File: config.mk
export PLATFORM = sky130hd
export DESIGN_NAME = note_arpeggiator
export DESIGN_NICKNAME = d
export VERILOG_FILES = /design/src/rtl/arp_pkg.sv /design/src/rtl/arp_lane.sv /design/src/rtl/arp_step.sv /design/src/rtl/note_arpeggiator.sv
export SDC_FILE = /design/constraint.sdc
export NUM_CORES = 1
export LEC_CHECK = 0
export ABC_AREA = 1
export BUFFER_PORTS_ARGS = -buffer_cell sky130_fd_sc_hd__buf_4
export CELL_PAD_IN_SITES_DETAIL_PLACEMENT = 2
export CELL_PAD_IN_SITES_GLOBAL_PLACEMENT = 2
export CORE_MARGIN = 5
export CORE_UTILIZATION = 30
export DETAILED_ROUTE_END_ITERATION = 8
export PLACE_DENSITY = 0.69
export RECOVER_POWER = 50
export SETUP_SLACK_MARGIN = 0.1
export SLEW_MARGIN = 0
export SYNTH_ARGS = -nofsm -noshare
export SYNTH_HDL_FRONTEND = slang
export SYNTH_SLANG_ARGS = --single-unit
File: constraint.sdc
create_clock -name i_clk -period 6.3 [get_ports i_clk]
set_input_delay 1.26 -clock i_clk [delete_from_list [all_inputs] [get_ports i_clk]]
set_output_delay 1.26 -clock i_clk [all_outputs]
set_load 0.02 [all_outputs]
File: src/rtl/arp_pkg.sv
// Shared types, constants and helpers for the note arpeggiator.
// Used by arp_lane, arp_step and note_arpeggiator; depends on nothing.
package arp_pkg;

    localparam int MAX_NOTES   = 8;
    localparam int NOTE_FIELDS = 8;
    localparam int LANES       = (MAX_NOTES < NOTE_FIELDS) ? MAX_NOTES : NOTE_FIELDS;
    localparam int IDX_W       = $clog2(MAX_NOTES);
    localparam int CNT_W       = $clog2(LANES + 1);
    localparam int SIDX_W      = IDX_W + 2;

    localparam int NOTE_W      = 7;
    localparam int CNT_IN_W    = 4;
    localparam int PER_W       = 16;
    localparam int MODE_W      = 4;
    localparam int PAT_W       = 3;
    localparam int CFG_ADDR_W  = 2;
    localparam int CFG_DATA_W  = 16;

    localparam int S_FIELD_W   = CNT_IN_W + NOTE_FIELDS * NOTE_W + 1;
    localparam int S_DATA_W    = ((S_FIELD_W + 7) / 8) * 8;
    localparam int M_DATA_W    = 8;
    localparam int VGATE_BIT   = CNT_IN_W + NOTE_FIELDS * NOTE_W;

    localparam logic [CFG_ADDR_W-1:0] REG_ARP_MODE    = 2'd0;
    localparam logic [CFG_ADDR_W-1:0] REG_SLOW_PERIOD = 2'd1;
    localparam logic [CFG_ADDR_W-1:0] REG_FAST_PERIOD = 2'd2;

    localparam logic [MODE_W-1:0] MODE_OFF  = 4'd0;
    localparam logic [MODE_W-1:0] MODE_MAX  = 4'd8;
    localparam logic [MODE_W-1:0] MODE_FAST = 4'd5;
    localparam logic [MODE_W-1:0] FAST_OFS  = 4'd4;

    localparam logic [PAT_W-1:0] PAT_OFF    = 3'd0;
    localparam logic [PAT_W-1:0] PAT_UP     = 3'd1;
    localparam logic [PAT_W-1:0] PAT_DOWN   = 3'd2;
    localparam logic [PAT_W-1:0] PAT_UPDOWN = 3'd3;
    localparam logic [PAT_W-1:0] PAT_PLAYED = 3'd4;

    localparam logic [PER_W-1:0]  SLOW_RESET = 16'd9600;
    localparam logic [PER_W-1:0]  FAST_RESET = 16'd4800;
    localparam logic [NOTE_W-1:0] NOTE_RESET = 7'd60;

    typedef logic [NOTE_W-1:0] t_note;
    typedef logic [IDX_W-1:0]  t_idx;
    typedef logic [CNT_W-1:0]  t_cnt;

    typedef struct packed {
        logic sort_en;
        logic descend;
    } t_sort;

    typedef struct packed {
        logic                  vgate;
        t_cnt                  count;
        t_note [LANES-1:0]     notes;
        t_idx  [LANES-1:0]     ranks;
    } t_tick;

    function automatic logic [PAT_W-1:0] pattern_of(input logic [MODE_W-1:0] mode);
        logic [MODE_W-1:0] p;
        p = (mode >= MODE_FAST) ? (mode - FAST_OFS) : mode;
        return p[PAT_W-1:0];
    endfunction

endpackage

File: src/rtl/arp_lane.sv
// One sort lane: finds the position of its own note within the held list.
// Depends on arp_pkg.
module arp_lane (
    input  arp_pkg::t_note [arp_pkg::LANES-1:0] i_notes,
    input  arp_pkg::t_cnt                       i_count,
    input  arp_pkg::t_idx                       i_lane,
    input  arp_pkg::t_sort                      i_sort,
    output arp_pkg::t_idx                       o_rank
);

    arp_pkg::t_cnt w_acc;

    always_comb begin
        logic ahead;
        logic ni_eq;
        w_acc = '0;
        for (int j = 0; j < arp_pkg::LANES; j++) begin
            ni_eq = (i_notes[j] == i_notes[i_lane]);
            ahead = i_sort.descend ? (i_notes[j] > i_notes[i_lane])
                                   : (i_notes[j] < i_notes[i_lane]);
            if (ni_eq && (arp_pkg::IDX_W'(j) < i_lane)) begin
                ahead = 1'b1;
            end
            if ((arp_pkg::CNT_W'(j) < i_count) && (arp_pkg::IDX_W'(j) != i_lane) && ahead) begin
                w_acc = w_acc + 1'b1;
            end
        end
    end

    assign o_rank = i_sort.sort_en ? arp_pkg::IDX_W'(w_acc) : i_lane;

endmodule

File: src/rtl/arp_step.sv
// Step sequencer: config registers, timer, index state, lane merge and result register.
// Depends on arp_pkg.
module arp_step (
    input  logic                               i_clk,
    input  logic                               i_rst_n,
    input  logic                               i_cfg_we,
    input  logic [arp_pkg::CFG_ADDR_W-1:0]     i_cfg_addr,
    input  logic [arp_pkg::CFG_DATA_W-1:0]     i_cfg_data,
    input  logic                               i_fire,
    input  arp_pkg::t_tick                     i_tick,
    output arp_pkg::t_sort                     o_sort,
    output arp_pkg::t_note                     o_note,
    output logic                               o_gate
);

    logic [arp_pkg::MODE_W-1:0] r_mode;
    logic [arp_pkg::PER_W-1:0]  r_slow;
    logic [arp_pkg::PER_W-1:0]  r_fast;
    arp_pkg::t_cnt              r_count;
    arp_pkg::t_idx              r_idx;
    logic                       r_down;
    logic [arp_pkg::PER_W-1:0]  r_timer;
    arp_pkg::t_note             r_held;
    logic                       r_gate;
    arp_pkg::t_note             r_onote;
    logic                       r_ogate;

    logic [arp_pkg::PAT_W-1:0]  w_pat;
    logic [arp_pkg::PER_W-1:0]  w_period;
    logic [arp_pkg::MODE_W-1:0] w_new_mode;
    logic                       w_first;
    logic                       w_hit;
    logic                       w_step;
    arp_pkg::t_idx              w_idx1;
    arp_pkg::t_idx              w_idx2;
    arp_pkg::t_idx              n_idx;
    logic                       n_down;
    logic [arp_pkg::PER_W:0]    w_t1;
    logic [arp_pkg::PER_W-1:0]  n_timer;
    arp_pkg::t_note             w_sel;
    arp_pkg::t_note             n_held;
    logic                       n_gate;
    logic signed [arp_pkg::SIDX_W-1:0] w_sidx;
    logic signed [arp_pkg::SIDX_W-1:0] w_slast;

    assign w_pat    = arp_pkg::pattern_of(r_mode);
    assign w_period = (r_mode >= arp_pkg::MODE_FAST) ? r_fast : r_slow;
    assign o_sort.sort_en = (w_pat == arp_pkg::PAT_UP) || (w_pat == arp_pkg::PAT_DOWN)
                         || (w_pat == arp_pkg::PAT_UPDOWN);
    assign o_sort.descend = (w_pat == arp_pkg::PAT_DOWN);
    assign w_new_mode = (i_cfg_data[arp_pkg::MODE_W-1:0] > arp_pkg::MODE_MAX)
                      ? arp_pkg::MODE_OFF : i_cfg_data[arp_pkg::MODE_W-1:0];

    always_comb begin
        w_first = (r_count == '0) && (i_tick.count != '0);
        if (i_tick.count == '0) begin
            w_idx1 = r_idx;
        end else if (w_first || (int'(r_idx) >= int'(i_tick.count))) begin
            w_idx1 = '0;
        end else begin
            w_idx1 = r_idx;
        end

        w_t1   = {1'b0, (w_first ? '0 : r_timer)} + 1'b1;
        w_hit  = (w_t1 >= {1'b0, w_period});
        w_step = w_hit && (i_tick.count != '0);
        n_timer = w_hit ? '0 : w_t1[arp_pkg::PER_W-1:0];

        // up-down bounce, signed so a step below zero is caught
        w_slast = $signed(arp_pkg::SIDX_W'(i_tick.count)) - arp_pkg::SIDX_W'(1);
        w_sidx  = $signed(arp_pkg::SIDX_W'(w_idx1)) + arp_pkg::SIDX_W'(r_down ? -1 : 1);
        n_down  = r_down;
        if (w_pat == arp_pkg::PAT_UPDOWN) begin
            if (w_sidx >= w_slast) begin
                w_idx2 = arp_pkg::IDX_W'(w_slast);
                n_down = w_step ? 1'b1 : r_down;
            end else if (w_sidx <= 0) begin
                w_idx2 = '0;
                n_down = w_step ? 1'b0 : r_down;
            end else begin
                w_idx2 = arp_pkg::IDX_W'(w_sidx);
            end
        end else begin
            w_idx2 = (int'(w_idx1) + 1 == int'(i_tick.count)) ? '0 : w_idx1 + 1'b1;
        end
        n_idx = w_step ? w_idx2 : w_idx1;

        // merge: pick the lane that landed at the step position
        w_sel = r_held;
        for (int i = 0; i < arp_pkg::LANES; i++) begin
            if ((arp_pkg::CNT_W'(i) < i_tick.count) && (i_tick.ranks[i] == n_idx)) begin
                w_sel = i_tick.notes[i];
            end
        end
        n_held = (w_first || w_step) ? w_sel : r_held;

        if (i_tick.count == '0) begin
            n_gate = 1'b0;
        end else begin
            n_gate = w_first ? 1'b1 : r_gate;
        end
        if (w_step) begin
            n_gate = 1'b1;
        end
        if (n_timer > (w_period >> 1)) begin
            n_gate = 1'b0;
        end
    end

    always_ff @(posedge i_clk) begin
        if (!i_rst_n) begin
            r_mode  <= arp_pkg::MODE_OFF;
            r_slow  <= arp_pkg::SLOW_RESET;
            r_fast  <= arp_pkg::FAST_RESET;
            r_count <= '0;
            r_idx   <= '0;
            r_down  <= 1'b0;
            r_timer <= '0;
            r_held  <= arp_pkg::NOTE_RESET;
            r_gate  <= 1'b0;
        end else if (i_cfg_we) begin
            unique case (i_cfg_addr)
                arp_pkg::REG_ARP_MODE: begin
                    if (w_new_mode != r_mode) begin
                        r_mode  <= w_new_mode;
                        r_timer <= '0;
                        r_idx   <= '0;
                        r_down  <= 1'b0;
                        r_count <= '0;
                        r_gate  <= 1'b0;
                    end
                end
                arp_pkg::REG_SLOW_PERIOD: r_slow <= i_cfg_data;
                arp_pkg::REG_FAST_PERIOD: r_fast <= i_cfg_data;
                default: ;
            endcase
        end else if (i_fire) begin
            if (i_tick.vgate) begin
                r_count <= i_tick.count;
                r_idx   <= n_idx;
                r_down  <= n_down;
                r_timer <= n_timer;
                r_held  <= n_held;
                r_gate  <= n_gate;
            end else begin
                r_count <= '0;
                r_gate  <= 1'b0;
            end
        end
    end

    always_ff @(posedge i_clk) begin
        if (i_fire) begin
            r_onote <= i_tick.vgate ? n_held : r_held;
            r_ogate <= i_tick.vgate ? n_gate : 1'b0;
        end
    end

    assign o_note = r_onote;
    assign o_gate = r_ogate;

endmodule

File: src/rtl/note_arpeggiator.sv
// Top level of the note arpeggiator: stream ports, sort lanes, stage register, step unit.
// Depends on arp_pkg, arp_lane and arp_step.
//
// One tick is taken per clock cycle unless the result stream holds it back; the result
// passes from the sort lanes into the stage register, then from the step unit into the
// result register. Each held note has its own lane that ranks it against the others
// combinationally; the step unit then picks the lane at the step position and updates
// the timer, index and gate, one tick per cycle when not stalled. No clearing pass follows
// reset. Configuration writes are taken every cycle and belong only to idle periods.
module note_arpeggiator (
    input  logic                              i_clk,
    input  logic                              i_rst_n,
    input  logic                              i_s_tvalid,
    output logic                              o_s_tready,
    // held_count[3:0], note_0..note_7 7 bits each, voice_gate[60], zero fill
    input  logic [arp_pkg::S_DATA_W-1:0]      i_s_tdata,
    output logic                              o_m_tvalid,
    input  logic                              i_m_tready,
    // out_note[6:0], out_gate[7]
    output logic [arp_pkg::M_DATA_W-1:0]      o_m_tdata,
    input  logic                              i_cfg_valid,
    output logic                              o_cfg_ready,
    input  logic [arp_pkg::CFG_ADDR_W-1:0]    i_cfg_addr,
    input  logic [arp_pkg::CFG_DATA_W-1:0]    i_cfg_data
);

    arp_pkg::t_note [arp_pkg::LANES-1:0] w_notes;
    arp_pkg::t_idx  [arp_pkg::LANES-1:0] w_ranks;
    logic [arp_pkg::CNT_IN_W-1:0]        w_cnt_in;
    arp_pkg::t_cnt                       w_count;
    arp_pkg::t_sort                      w_sort;
    arp_pkg::t_tick                      r_s1;
    logic                                r_s1_valid;
    logic                                r_m_valid;
    logic                                w_fire2;
    logic                                w_take;
    arp_pkg::t_note                      w_onote;
    logic                                w_ogate;

    assign w_cnt_in = i_s_tdata[arp_pkg::CNT_IN_W-1:0];
    assign w_count  = (int'(w_cnt_in) > arp_pkg::LANES) ? arp_pkg::CNT_W'(arp_pkg::LANES)
                                                        : arp_pkg::CNT_W'(w_cnt_in);

    for (genvar g = 0; g < arp_pkg::LANES; g++) begin : g_lane
        assign w_notes[g] = i_s_tdata[arp_pkg::CNT_IN_W + g*arp_pkg::NOTE_W +: arp_pkg::NOTE_W];
        arp_lane u_lane (
            .i_notes (w_notes),
            .i_count (w_count),
            .i_lane  (arp_pkg::IDX_W'(g)),
            .i_sort  (w_sort),
            .o_rank  (w_ranks[g])
        );
    end

    assign w_fire2    = r_s1_valid && (!r_m_valid || i_m_tready);
    assign o_s_tready = !r_s1_valid || w_fire2;
    assign w_take     = i_s_tvalid && o_s_tready;

    always_ff @(posedge i_clk) begin
        if (!i_rst_n) begin
            r_s1_valid <= 1'b0;
            r_m_valid  <= 1'b0;
        end else begin
            if (w_take) begin
                r_s1_valid <= 1'b1;
            end else if (w_fire2) begin
                r_s1_valid <= 1'b0;
            end
            if (w_fire2) begin
                r_m_valid <= 1'b1;
            end else if (i_m_tready) begin
                r_m_valid <= 1'b0;
            end
        end
    end

    always_ff @(posedge i_clk) begin
        if (w_take) begin
            r_s1.vgate <= i_s_tdata[arp_pkg::VGATE_BIT];
            r_s1.count <= w_count;
            r_s1.notes <= w_notes;
            r_s1.ranks <= w_ranks;
        end
    end

    arp_step u_step (
        .i_clk      (i_clk),
        .i_rst_n    (i_rst_n),
        .i_cfg_we   (i_cfg_valid),
        .i_cfg_addr (i_cfg_addr),
        .i_cfg_data (i_cfg_data),
        .i_fire     (w_fire2),
        .i_tick     (r_s1),
        .o_sort     (w_sort),
        .o_note     (w_onote),
        .o_gate     (w_ogate)
    );

    assign o_cfg_ready = 1'b1;
    assign o_m_tvalid  = r_m_valid;
    assign o_m_tdata   = {w_ogate, w_onote};

    a_gate_low: assert property (@(posedge i_clk) disable iff (!i_rst_n)
        (w_fire2 && !r_s1.vgate) |=> (o_m_tdata[arp_pkg::NOTE_W] == 1'b0))
        else $error("gate high after a tick with the voice gate low");

    a_stage_hold: assert property (@(posedge i_clk) disable iff (!i_rst_n)
        (r_s1_valid && !w_fire2) |=> (r_s1_valid && $stable(r_s1)))
        else $error("stage register lost or changed a waiting tick");

    for (genvar r = 0; r < arp_pkg::LANES; r++) begin : g_chk
        logic [arp_pkg::LANES-1:0] w_hit;
        for (genvar i = 0; i < arp_pkg::LANES; i++) begin : g_hit
            assign w_hit[i] = (arp_pkg::CNT_W'(i) < r_s1.count)
                           && (r_s1.ranks[i] == arp_pkg::IDX_W'(r));
        end
        a_rank_unique: assert property (@(posedge i_clk) disable iff (!i_rst_n)
            r_s1_valid |-> $onehot0(w_hit))
            else $error("two lanes claim the same list position");
    end

endmodule

---- After elaboration in Yosys (flattened, before gate mapping) ----
Index checks and enable logic that the tools add are counted.
word-level totals
  register bits ........................... 163
  output and inout bits ................... 11
  word-level logic and storage cells ...... 561
cells by class
  $add $sub $neg .......................... 54
  order comparisons ....................... 136
  eq/ne operators ......................... 45
  multiplexer cells ....................... 200
  bitwise operators ....................... 1
  reduce and logical (&&, ||, !) cells .... 94
operators with widths
  cell                                                                 count
  7-bit greater-than comparator                                        56
  7-bit < comparator                                                   56
  7-bit equality test                                                  28
  3-bit two-way mux                                                    53
  16-bit two-way mux                                                   8
  1-bit two-way mux                                                    113
  3-bit by 1-bit adder with 3-bit output, second input constant        33
  7-bit two-way mux                                                    10
  1-bit logical AND                                                    68
  32-bit by 5-bit equality test with 1-bit output                      1
  3-bit by 4-bit < comparator with 1-bit output, first input constant  8
  4-bit two-way mux                                                    7
  2-bit by 1-bit adder with 3-bit output, second input constant        8
  3-bit equality test                                                  8
  16-bit by 1-bit adder with 17-bit output, second input constant      1
  17-bit by 16-bit >= comparator with 1-bit output                     1
  1-bit by 1-bit adder with 2-bit output, second input constant        8
  16-bit by 15-bit greater-than comparator with 1-bit output           1
  1-bit by 4-bit < comparator with 1-bit output, first input constant  4
  2-bit by 4-bit < comparator with 1-bit output, first input constant  4
  2-bit two-way mux                                                    8
  2-bit nonzero test                                                   6
  4-bit greater-than comparator, second input constant                 2
  4-bit logical NOT                                                    2
  25 further kinds                                                     36

---- Depth between registers and ports, before layout ----
Gate-level depths: netlist of the first run.
  word-level depth ........................ 23
  gate-level depth with buffers ........... 47
  gate-level depth less buffers ........... 46

---- Hierarchy ----
Synthesis of the first run repeated with hierarchy kept, for this count alone.
unflattened totals
  cell total of the unflattened synthesis .. 4331
  area total of the unflattened synthesis .. 29245.5 um^2
by module, submodules not included
  module                            times used  cells each  area an instance (um^2)
  arp_lane at g_lane[1].u_lane ...  4           397         2494.9
  arp_lane at g_lane[5].u_lane ...  3           406         2572.5
  arp_step                          1           1010        6337.3
  note_arpeggiator                  1           109         2696.3
  arp_lane at g_lane[0].u_lane      1           406         2514.9

---- Worst setup path after synthesis of the first run ----
OpenSTA, ideal clock, no wires.
  path kind ............................... input to register
  from .................................... input i_s_tdata[13] (netlist bit)
  to ...................................... register r_s1[17] (netlist bit), data pin
  library setup time ...................... 0.264 ns
  arrival ................................. 5.430 ns
  data required time ...................... 6.036 ns
  path slack .............................. 0.606 ns
  cell stages on the path ................. 27
  path through ............................ inv_1 -> ha_1 -> a21oi_1 -> o21ai_0 -> a21oi_1 -> o21ai_0 -> o21ai_0 -> nand2_1 -> xor2_1 -> o21ai_0 -> inv_1 -> ha_1 -> or2_2 -> nand2_1 -> inv_1 -> ha_1 -> mux2_2 -> ha_1 -> mux2_2 -> ha_1 -> inv_1 -> o21ai_0 -> ha_1 -> nand2_1 -> xor2_1 -> xor2_1 -> nand2_1
between the ends
  cells in the longest elaborated chain, start to end .. 15
  elaborated cells between the ends (all ways) .. 17
  those cells by class .................... add/sub: 5; order compare: 2; eq/ne: 1; mux: 8; reduce/logical: 1
RTL lines
  item                                                                        RTL line                        text
  from (decl)                                                                 note_arpeggiator.sv:16          input logic [arp_pkg::S_DATA_W-1:0] i_s_tdata,
  7-bit < comparator / 7-bit greater-than comparator (equally long branches)  arp_lane.sv:20, arp_lane.sv:19
  1-bit two-way mux                                                           arp_lane.sv:19                  ahead = i_sort.descend ? (i_notes[j] > i_notes[i_lane])
  1-bit two-way mux *                                                         arp_lane.sv:21                  if (ni_eq && (arp_pkg::IDX_W'(j) < i_lane)) begin
  1-bit logical AND *                                                         arp_lane.sv:24                  if ((arp_pkg::CNT_W'(j) < i_count) && (arp_pkg::IDX_W'(j) != i_lane) && ahead) begin
  2-bit two-way mux *                                                         arp_lane.sv:24
  2-bit by 1-bit adder with 3-bit output                                      arp_lane.sv:25                  w_acc = w_acc + 1'b1;
  3-bit two-way mux *                                                         arp_lane.sv:24
  3-bit by 1-bit adder with 3-bit output                                      arp_lane.sv:25
  3-bit two-way mux *                                                         arp_lane.sv:24
  3-bit by 1-bit adder with 3-bit output                                      arp_lane.sv:25
  3-bit two-way mux *                                                         arp_lane.sv:24
  3-bit by 1-bit adder with 3-bit output                                      n/a
  3-bit two-way mux *                                                         arp_lane.sv:24
  3-bit by 1-bit adder with 3-bit output                                      arp_lane.sv:25
  3-bit two-way mux *                                                         arp_lane.sv:24
  to (decl)                                                                   note_arpeggiator.sv:32          arp_pkg::t_tick r_s1;
Mark *: on every way between the ends. The rest lies on a longest branch, timed or not.
A chain may end at the register's enable or synchronous reset.

---- Final worst setup path of the first run ----
  from .................................... input i_s_tdata[36] (netlist bit)
  to ...................................... register r_s1[13] (netlist bit), data pin
between the ends
  cells in the longest elaborated chain, start to end .. 17
  elaborated cells between the ends (all ways) .. 49
  those cells by class .................... add/sub: 6; order compare: 14; eq/ne: 4; mux: 18; reduce/logical: 7
RTL lines
  item                                                                        RTL line
  7-bit < comparator / 7-bit greater-than comparator (equally long branches)  arp_lane.sv:20, arp_lane.sv:19
  1-bit two-way mux                                                           arp_lane.sv:19
  1-bit two-way mux                                                           arp_lane.sv:21
  1-bit logical AND                                                           arp_lane.sv:24
  1-bit two-way mux                                                           arp_lane.sv:24
  1-bit by 1-bit adder with 2-bit output                                      arp_lane.sv:25
  2-bit two-way mux                                                           arp_lane.sv:24
  2-bit by 1-bit adder with 3-bit output                                      arp_lane.sv:25
  3-bit two-way mux                                                           arp_lane.sv:24
  3-bit by 1-bit adder with 3-bit output                                      arp_lane.sv:25
  3-bit two-way mux                                                           arp_lane.sv:24
  3-bit by 1-bit adder with 3-bit output                                      n/a
  3-bit two-way mux                                                           arp_lane.sv:24
  3-bit by 1-bit adder with 3-bit output                                      arp_lane.sv:25
  3-bit two-way mux                                                           arp_lane.sv:24
  3-bit by 1-bit adder with 3-bit output                                      arp_lane.sv:25
  3-bit two-way mux *                                                         arp_lane.sv:24
Marked as above.

==> metrics.md, run 1 <==
| Metric | Value |
|---|---|
| Status | `complete, but fails checks` |
| Failing checks | `max-capacitance violations, max-slew violations` |
| R2r endpoint | `u_step.o_note[3]` |
| Clk Tree Root Cell | `clkbuf_16` |
| Crit path from | `i_s_tdata[36]` |
| Sum Neg Setup Slack | `0 ns` |
| Setup crit start kind | `input port` |
| Final net count | `2714` |
| Pwr Density | `214 nW/µm²` |
| Final min period | `about 6.1 ns` |
| Largest net degree at the start of global routing | `47` |
| Final wirelength | `65800 µm` |
| Cts bufs inserted | `17` |
| CP required | `6.51 ns` |
| IO Pins | `a little under 100` |
| Initial antenna violation count | `0` |
| Max_cap viols | `3` |
| Initial Util | `30.4%` |
| Worst Max-Slew Pin Slew | `2.00 ns` |
| CTS H-tree depth | `4` |
| Yosys reg bits | `163` |
| Worst Hold Launch | `u_step.r_slow[10]` |
| Gpl congestion | `0.924` |
| R2R Setup Slk | `0.50 ns` |
| Placed Cells | `2991` |
| Die Wd | `241 µm` |
| Number of synthesized flops with an enable pin | `93` |
| Post-Syn Nets | `2511` |
| Max Clk Rate | `165 MHz` |
| Clock power share | `approximately 28%` |
| Internal | `2.49 mW` |
| Post-synthesis mux area share | `under 10%` |
| Commonest cells after routing, fill and taps aside | `nand2_1, inv_1, ha_1, buf_4, a21oi_1` |
| First-pass GRT wire length | `100000 µm` |
| Synth Area in XOR/XNOR | `5.60%` |
| CP endpoint kind | `flip-flop` |
| DR WL/cell | `roughly 22 µm` |
| Crit share post-route | `96.4%` |
| Placement row count | `84` |
| Worst clock skew | `0.00939 ns` |
| CTS tree | `done` |
| Synth Instances | `2131` |
| Core Region | `52900 µm²` |
| Adder-Cell Fraction of Synth Area | `22.9%` |
| Worst hold path class | `reg -> reg` |
| DR pass1 iterations | `4` |
| Most common cell after layout, fill and taps aside | `nand2_1` |
| Max Root-Sink Buffers | `2` |
| Final setup viols | `0` |
| Switching Share | `39.0%` |
| Largest family of logic cells by synthesized area | `adder cells` |
| Path depth of the worst reg2reg path | `38` |
| Critical path peak fanout | `6` |
| # fillers | `6202` |
| Psw | `1.59 mW` |
| Peak supply drop | `203 µV` |
| Syn Area/Cell | `about 7.5 µm²` |
| Fraction of registers with async set/reset | `0%` |
| Comb power frac | `a little over two fifths` |
| Top FF cell, synth | `edfxtp_1` |
| # diodes | `0` |
| Slew Viols, Final | `114` |
| Cell variety after synth | `61` |
| Fin. Hold Viols | `0` |
| Vias in the first global route | `17500` |
| Simple-gate area share of the yosys netlist | `roughly 23%` |
| Slew Limit Headroom | `-34.0%` |
| Proportion of layout cells with a drive suffix above 1 | `around 14%` |
| Wire length on met1 | `between 20000 and 30000 µm` |
| Layout Cells excl Fill | `3035` |
| Setup crit end | `r_s1[13]` |
| Overall routing resource usage | `22.5%` |
| Num Clock Sinks | `163` |
| Die area | `58300 µm²` |
| DR DRC count | `0` |
| Top Layer Used | `met4` |
| Iteration-0 DRC Markers | `637` |
| Post-route ant nets | `0` |
| Post-synthesis compound-gate area fraction | `13.2%` |
| Leak pwr | `9.10 nW` |
| Vias per inst | `between 5 and 6` |
| Synthesized area | `16100 µm²` |
| RSZ-0062 raised after global routing | `true` |
| Die Span Y | `~240 µm` |
| Clock Latency Late Sink | `0.46 ns` |
| Post-DP HPWL | `53800 µm` |
| Ys Warns | `0` |
| R2r startpoint | `r_s1[80]` |
| Clk pin slew, worst setup/hold paths | `~0.06 ns` |
| # port buffers | `between 90 and 100` |
| Crit Path Category | `in -> reg` |
| Met2 wire len | `34200 µm` |
| Arrival @ worst endpoint | `roughly 6.3 ns` |
| Area Overhead vs Synth | `18.8%` |
| GR Overflow Total | `0` |
| Flop pwr share | `30.0%` |
| WL met3 | `between 1000 and 1500 µm` |
| Via count | `15600` |
| Register area share after synthesis | `a little over a quarter` |
layout make-up:
class | count | area (µm²) | share of cell area [%]
clock buffer | 17 | 425 | 2.23
clock inverter | 15 | 193 | 1.01
inverter | 318 | 1200 | 6.27
multi-input combinational | 1610 | 10700 | 56.0
sequential | 163 | 4190 | 22.0
tap | 688 | 861 | 4.51
timing repair buffer | 224 | 1540 | 8.04
worst min-delay path by stage:
stage                        end  slack [ns]  cells after the start
5_1_grt         u_step.r_slow[9]        0.49                      2
3_3_place_gp    u_step.r_slow[8]        0.43                      2
2_1_floorplan  u_step.r_slow[10]        0.42                      2
3_5_place_dp    u_step.r_slow[8]        0.45                      2
4_1_cts         u_step.r_slow[8]        0.47                      2
6_report       u_step.r_slow[10]        0.46                      2
logic make-up after synthesis:
group	count (synthesis)
AND/OR/NAND/NOR	807
adder cells (fa/ha/maj)	293
XOR/XNOR	101
multiplexers	16
other	1
buffers and inverters	358
flip-flops	163
AO/OA/AOI/OAI	392
flip-flops by register name, summed over array words and instances (netlist names), 3 cells and up:
| signal | cells |
|---|---|
| u_step.r_fast | 16 |
| u_step.r_timer | 16 |
| u_step.r_count | 4 |
| u_step.r_mode | 4 |
| u_step.r_held | 7 |
| u_step.r_slow | 16 |
| u_step.o_note | 7 |
| u_step.r_idx | 3 |
| r_s1 | 85 |
per-layer routing:
metal	global-route usage [%]	vias up
met3	1.50	68
met4	6.86	0
met5	0	-
li1	-	7575
met2	42.4	167
met1	27.2	7781
power by group through the flow:
stage	logic [mW]	clock network, mW	registers [mW]
after CTS	1.74	1.18	1.23
final	1.71	1.15	1.23
after global routing	1.94	1.22	1.23
after global placement	1.59	0	1.25
after floorplan	1.09	0	1.24
after detailed placement	1.72	0	1.25
synthesized netlist by cell type (6+ instances only):
cell | count | area [µm²]
nand2_1 | 414 | 1550
inv_1 | 313 | 1170
ha_1 | 292 | 3650
a21oi_1 | 171 | 856
o21ai_0 | 158 | 791
nor2_1 | 131 | 492
nand3_1 | 128 | 641
edfxtp_1 | 93 | 2790
dfxtp_1 | 70 | 1400
xor2_1 | 70 | 613
nand4_1 | 30 | 188
nor3_1 | 30 | 150
xnor2_1 | 29 | 254
clkbuf_1 | 25 | 93.8
or2_2 | 17 | 106
mux2_2 | 15 | 169
o211ai_1 | 14 | 105
nand2_2 | 12 | 75.1
a22oi_1 | 10 | 75.1
a211oi_1 | 6 | 45.0
a21o_1 | 6 | 45.0
buf_2 | 6 | 30.0
nor2_2 | 6 | 37.5
o21a_1 | 6 | 45.0
or2_0 | 6 | 37.5
per-stage QoR:
step / utilization [%] / cell area (µm²) / setup WS (ns) / hold slack [ns] / power [mW]
floorplan: - / 16100 / 0.606 / 0.424 / 2.33
global placement: 34.8 / 18400 / 0.0322 / 0.433 / 2.83
detailed placement: 34.8 / 18400 / -0.121 / 0.450 / 2.97
CTS: 36.0 / 19000 / 0.123 / 0.468 / 4.14
global route: 36.1 / 19100 / 0.0194 / 0.491 / 4.39
finish: 36.1 / 19100 / 0.225 / 0.456 / 4.09
worst max-delay path, stage by stage:
cell and delay (ns):
clkbuf_1 0.49, inv_1 0.24, ha_1 0.34, nand2_1 0.06
o21ai_0 0.19, a21o_1 0.23, xor2_1 0.10, o21ai_1 0.22
inv_1 0.07, ha_1 0.30, or2_2 0.29, nand2_1 0.08
inv_1 0.05, ha_1 0.26, mux2_2 0.28, ha_1 0.29
mux2_2 0.28, ha_1 0.30, mux2_2 0.31, ha_1 0.31
nor2_1 0.12, nor2_1 0.06, o21ai_0 0.09, inv_1 0.05
timing repair:
| action | 4_1_cts | 5_1_grt |
|---|---|---|
| gates resized for setup | 1 | 45 |
| buffers inserted | 0 | 12 |
| endpoints found under the setup margin | 5 | 22 |
| pin swaps | 0 | 15 |
| gates cloned | 0 | 0 |
| hold buffers | 0 | 0 |
Power figures use the tool's default switching activity.
==> inputs of run 2 (changes only) <==
Settings changed: CORE_UTILIZATION 30 to 37, PLACE_DENSITY 0.69 to 0.82.
==> metrics.md, run 2 (synthesis gave the netlist of run 1 again) <==
| Metric | Value |
|---|---|
| Status | `complete, but fails checks` |
| Failing checks | `max-capacitance violations, max-slew violations` |
| GR Overflow Total | `0 (unchanged)` |
| Hold Buf Count CTS | `0 (unchanged)` |
| Final net count | `2686 (-1.0%)` |
| Path depth of the worst reg2reg path | `40 (+5.3%)` |
| Comb power frac | `43.8% (+1.9 points)` |
| Worst hold path class | `reg -> reg` |
| IO Pins | `98 (unchanged)` |
| Crit path max-delay cell type | `o21ai_0` |
| Flop pwr share | `30.4% (+0.4 points)` |
| Worst Hold Launch | `u_step.r_slow[6]` |
| Max Root-Sink Buffers | `2 (unchanged)` |
| DR pass1 iterations | `5 (+1)` |
| Num Clock Sinks | `163 (unchanged)` |
| Largest net degree at the start of global routing | `46 (-2.1%)` |
| Vias per inst | `5.55 (+7.9%)` |
| Crit Path Category | `in -> reg` |
| Switching Share | `41.6% (+2.6 points)` |
| Max_cap viols | `2 (-1)` |
| First-pass GRT wire length | `106000 µm (+5.8%)` |
| Cts bufs inserted | `17 (unchanged)` |
| Peak supply drop | `154 µV (-24%)` |
| Clock power share | `25.8% (-2.3 points)` |
| Post-route ant nets | `0 (unchanged)` |
| Post-DP HPWL | `55300 µm (+2.9%)` |
| Finished Core Util | `43.2% (+7.1 points)` |
| Layout Cells excl Fill | `2904 (-4.3%)` |
| DR WL/cell | `24.1 µm (+11%)` |
| RSZ-0062 raised after global routing | `true` |
| Sum Neg Setup Slack | `0 ns (unchanged)` |
| Die Span Y | `218 µm (-9.5%)` |
| Slew Viols, Final | `82 (-28%)` |
| Placed Cells | `2866 (-4.2%)` |
| CTS H-tree depth | `4 (unchanged)` |
| Max Clk Rate | `163 MHz (-0.82%)` |
| Placement row count | `76 (-9.5%)` |
| R2r startpoint | `r_s1[80]` |
| # fillers | `5102 (-18%)` |
| CP endpoint kind | `flip-flop` |
| Core Region | `43100 µm² (-19%)` |
| R2r endpoint | `u_step.r_gate` |
| Commonest cells after routing, fill and taps aside | `nand2_1, inv_1, ha_1, a21oi_1, o21ai_0` |
| Die area | `47700 µm² (-18%)` |
| CP required | `6.50 ns (about the same)` |
| Clk pin slew, worst setup/hold paths | `0.07 ns (about the same)` |
| Internal | `2.37 mW (-5.2%)` |
| Pwr Density | `218 nW/µm² (+1.6%)` |
| Post-route setup slack | `0.175 ns (-0.0503 ns)` |
| Initial antenna violation count | `3 (+3)` |
| WHS Path Cells | `2 (unchanged)` |
| Worst path most repeated cell | `ha_1` |
| Fin. Hold Viols | `0 (unchanged)` |
| Arrival @ worst endpoint | `6.33 ns (+0.04 ns)` |
| Iteration-0 DRC Markers | `881 (+38%)` |
| # diodes | `0 (unchanged)` |
| Slew Limit Headroom | `-38.9% (-4.9 points)` |
| DR DRC count | `0 (unchanged)` |
| Worst Max-Slew Pin Slew | `2.07 ns (+0.0729 ns)` |
| Area Overhead vs Synth | `15.9%` |
| Die Wd | `218 µm (-9.5%)` |
| Leak pwr | `8.93 nW (-1.9%)` |
| Initial Util | `37.3% (+6.9 points)` |
| Gpl congestion | `0.890 (-3.7%)` |
| Vias in the first global route | `18400 (+5.3%)` |
| Via count | `16100 (+3.3%)` |
| Setup crit start kind | `input port` |
| Clock Latency Late Sink | `0.46 ns (about the same)` |
| Psw | `1.69 mW (+5.8%)` |
| Final min period | `6.13 ns (+0.0503 ns)` |
| Final setup viols | `0 (unchanged)` |
| Crit share post-route | `97.2% (+0.80 points)` |
| Clk Tree Root Cell | `clkbuf_16` |
| Max FFs per register | `85 (unchanged)` |
| Most common cell after layout, fill and taps aside | `nand2_1` |
| CTS tree | `done` |
| Overall routing resource usage | `29.0% (+6.5 points)` |
| Hold Path End | `u_step.r_slow[6]` |
| Critical path peak fanout | `6 (unchanged)` |
| DP Worst Slack | `-0.235 ns (-0.114 ns)` |
| Final wirelength | `70100 µm (+6.4%)` |
| R2R Setup Slk | `0.56 ns (+0.06 ns)` |
| Proportion of layout cells with a drive suffix above 1 | `12.2% (-1.3 points)` |
| Worst clock skew | `0.0174 ns (+0.00805 ns)` |
| # port buffers | `93 (unchanged)` |
| Top reg by flops | `r_s1` |
| Largest stage delay, worst path | `0.35 ns (-0.14 ns)` |
-- run 2: cell types whose count changed in the layout (fill, tap and decap cells not counted), sizes merged --
| cell | delta |
|---|---|
| inv | -2 |
| clkbuf | -4 |
| bufinv | -3 |
| buf | -22 |
| clkinvlp | +5 |
| clkinv | -2 |
-- run 2: area by class of cell --
cell class | count | area (µm²) | area share [%]
tap | 585 | 732 | 3.93
multi-input combinational | 1610 | 10600 | 57.0
clock inverter | 13 | 115 | 0.618
timing repair buffer | 196 | 1340 | 7.17
clock buffer | 19 | 433 | 2.32
inverter | 318 | 1200 | 6.45
sequential | 163 | 4190 | 22.5
-- run 2: power by group through the flow --
stage	registers (mW)	clock network, mW	logic [mW]
3_3_place_gp	1.25	0	1.53
2_1_floorplan	1.24	0	1.09
3_5_place_dp	1.25	0	1.73
6_report	1.23	1.05	1.77
4_1_cts	1.23	1.06	1.77
5_1_grt	1.24	1.10	1.98
-- run 2: worst max path at each step --
stage                              from            end  slack [ns]  depth (start not counted)
after global placement     i_s_tdata[4]       r_s1[13]        0.06                         25
after detailed placement   i_s_tdata[4]        r_s1[4]       -0.23                         27
after floorplan           i_s_tdata[13]       r_s1[17]        0.61                         27
after CTS                      r_s1[80]  u_step.r_gate        0.12                         40
final                      i_s_tdata[4]        r_s1[7]        0.17                         25
after global routing       i_s_tdata[6]       r_s1[23]       -0.07                         31
-- run 2: critical path: cells and delay by family --
family	cells	cell delay, ns
simple gates	5	0.75
compound gates	6	1.16
xor+xnor	1	0.13
buf+inv	5	0.67
fa+ha+maj	6	1.77
mux	2	0.58
-- run 2: routing by layer --
layer  up-vias  global-route usage, %  wire length (µm)  part of all wire (%)
met4         4                   15.5              4230                   6.0
met3       180                   4.25              2700                   3.9
li1       7503                      -                 -                     -
met1      7995                   32.0             27700                    40
met5         -                      0                21                 0.030
met2       422                   53.3             35400                    51
-- run 2: metrics by stage --
stage          instance area (µm²)  hold WS, ns  total power [mW]
2_1_floorplan                16100        0.424              2.33
3_3_place_gp                 18100        0.433              2.77
3_5_place_dp                 18100        0.451              2.99
4_1_cts                      18600        0.462              4.06
5_1_grt                      18600        0.490              4.32
6_report                     18600        0.465              4.05
-- run 2: what timing repair did --
| item | CTS | global route |
|---|---|---|
| endpoints found under the setup margin | 9 | 27 |
| setup buffers | 0 | 6 |
| pin swaps | 0 | 4 |
| resized for setup | 2 | 31 |
==> inputs of run 3 (changes only) <==
Settings changed: GPL_TIMING_DRIVEN from default to 0.
==> metrics.md, run 3 (synthesis gave the netlist of run 1 again) <==
| Metric | Value |
|---|---|
| Core Region | `43100 µm² (unchanged)` |
| # port buffers | `93 (unchanged)` |
| Cts bufs inserted | `17 (unchanged)` |
| Final Cell Area | `18600 µm² (-0.28%)` |
| Worst hold path class | `reg -> reg` |
| R2r startpoint | `r_s1[81]` |
| Post-DP HPWL | `53000 µm (-4.2%)` |
| Max_cap viols | `1 (-1)` |
| IO Pins | `98 (unchanged)` |
| Worst Max-Slew Pin Slew | `3.12 ns (+1.05 ns)` |
| Slew Viols, Final | `57 (-30%)` |
| Dpl cell area | `17500 µm² (-3.0%)` |
| Gpl congestion | `0.894 (+0.48%)` |
| Final hold slack | `0.461 ns (-0.00448 ns)` |
| First-pass GRT wire length | `99700 µm (-5.8%)` |
| Placement row count | `76 (unchanged)` |
| Setup crit start kind | `input port` |
| Num Clock Sinks | `163 (unchanged)` |
| Final wirelength | `66500 µm (-5.1%)` |
| Post-route ant nets | `0 (unchanged)` |
| Peak supply drop | `212 µV (+37%)` |
| Slew Limit Headroom | `-108% (-69 points)` |
| Hold Buf Count CTS | `0 (unchanged)` |
| Commonest cells after routing, fill and taps aside | `nand2_1, inv_1, ha_1, a21oi_1, o21ai_0` |
| Crit Path Category | `in -> reg` |
| RSZ-0062 raised after global routing | `true` |
| Largest net degree at the start of global routing | `57 (+24%)` |
| # diodes | `0 (unchanged)` |
| Overall routing resource usage | `27.2% (-1.8 points)` |
| Die Span Y | `218 µm (unchanged)` |
| Max Clk Rate | `163 MHz (-0.13%)` |
| Final net count | `2651 (-1.3%)` |
| Critical path peak fanout | `5 (-1)` |
| Area Overhead vs Synth | `15.6%` |
| Arrival @ worst endpoint | `6.45 ns (+0.12 ns)` |
| Pwr Density | `216 nW/µm² (-0.91%)` |
| Die area | `47700 µm² (unchanged)` |
| CP endpoint kind | `flip-flop` |
| Crit share post-route | `97.3% (+0.12 points)` |
| Finished Core Util | `43.1% (-0.12 points)` |
| GR Overflow Total | `0 (unchanged)` |
| Max FFs per register | `85 (unchanged)` |
| CTS H-tree depth | `4 (unchanged)` |
| Fin. Hold Viols | `0 (unchanged)` |
| Most common cell after layout, fill and taps aside | `nand2_1` |
| Failing checks | `max-capacitance violations, max-slew violations` |
| Initial Util | `37.3% (unchanged)` |
| Crit path from | `i_s_tdata[51]` |
| Vias in the first global route | `17600 (-4.1%)` |
| Top reg by flops | `r_s1` |
| Final setup viols | `0 (unchanged)` |
| Proportion of layout cells with a drive suffix above 1 | `12.4% (+0.19 points)` |
| Iteration-0 DRC Markers | `851 (-3.4%)` |
| DR WL/cell | `23.2 µm (-4.0%)` |
| R2R Setup Slk | `0.29 ns (-0.27 ns)` |
| Worst clock skew | `0.00864 ns (-0.00880 ns)` |
| Clock Latency Late Sink | `0.45 ns (about the same)` |
| Sum Neg Setup Slack | `0 ns (unchanged)` |
| Final min period | `6.13 ns (+0.00776 ns)` |
| Initial antenna violation count | `0 (-3)` |
| Clk Tree Root Cell | `clkbuf_16` |
| CP required | `6.61 ns (+0.11 ns)` |
| Status | `complete, but fails checks` |
| DR DRC count | `0 (unchanged)` |
| Die Wd | `218 µm (unchanged)` |
| DR pass1 iterations | `5 (unchanged)` |
| Vias per inst | `5.51 (-0.63%)` |
| CTS tree | `done` |
| Max Root-Sink Buffers | `2 (unchanged)` |
| Clk pin slew, worst setup/hold paths | `0.07 ns (about the same)` |
| Leak pwr | `8.82 nW (-1.1%)` |
| Via count | `15800 (-1.8%)` |
| Worst Hold Launch | `u_step.r_slow[6]` |
## run 3: changes by cell type in the layout (fill, tap and decap cells not counted), moves of 7 or more
| cell | change |
|---|---|
| inv_1 | -7 |
| buf_4 | -51 |
| o21ai_0 | -8 |
| nand2_2 | +7 |
| o21ai_1 | +8 |
| a21oi_1 | -7 |
| buf_6 | +7 |
## run 3: metal layers
layer	part of all wire [%]	global-route usage, %
met5	0	0
met4	4.9	12.1
met3	3.3	3.08
met2	51	50.8
met1	40	30.9
## run 3: metrics by stage
| stage | power, mW | worst slack (ns) | instances |
|---|---|---|---|
| floorplan | 2.33 | 0.606 | 2131 |
| global placement | 2.74 | -0.613 | 2809 |
| detailed placement | 2.90 | -0.920 | 2810 |
| CTS | 3.96 | 0.100 | 2846 |
| global route | 4.28 | 0.00728 | 2869 |
| finish | 4.00 | 0.167 | 2869 |
## run 3: worst paths after layout
kind                                         end  cells after the start
worst max-delay path                    r_s1[20]                     24
worst min-delay path            u_step.r_slow[6]                      2
worst max register to register     u_step.r_gate                     38
worst min register to register  u_step.r_slow[6]                      2
## run 3: layout make-up
class,count,area (µm²)
Fill cell,5025,24500
Multi-Input combinational cell,1610,10800
Sequential cell,163,4190
Inverter,318,1210
Timing Repair Buffer,122,861
Tap cell,585,732
Clock buffer,24,514
Buffer,39,211
Clock inverter,8,62.6
## run 3: power by group
group / internal (mW) / total, mW / switching [mW]
Sequential: 1.20 / 1.23 / 0.0280
Combinational: 0.634 / 1.74 / 1.10
Clock: 0.576 / 1.04 / 0.464
## run 3: worst max-delay path, cell delays in order
cell and delay, ns:
clkbuf_1 0.21, inv_1 0.23, ha_1 0.37, nand2_1 0.09, nor4_1 0.71, inv_1 0.11
a21oi_1 0.25, ha_1 0.29, or2_2 0.30, nand2_1 0.10, inv_1 0.05, ha_1 0.26
mux2_2 0.28, ha_1 0.29, nand2_1 0.10, nand2_1 0.07, ha_1 0.28, nor2_1 0.05
a31oi_1 0.28, ha_1 0.21, nand2_1 0.08, xor2_1 0.18, or2_2 0.29, nand3_1 0.06
## run 3: what timing repair did
action	in CTS	in global routing
setup endpoints to repair	27	27
buffers inserted	4	24
gates resized for setup	26	83
pin swaps	2	23
cloned	0	0
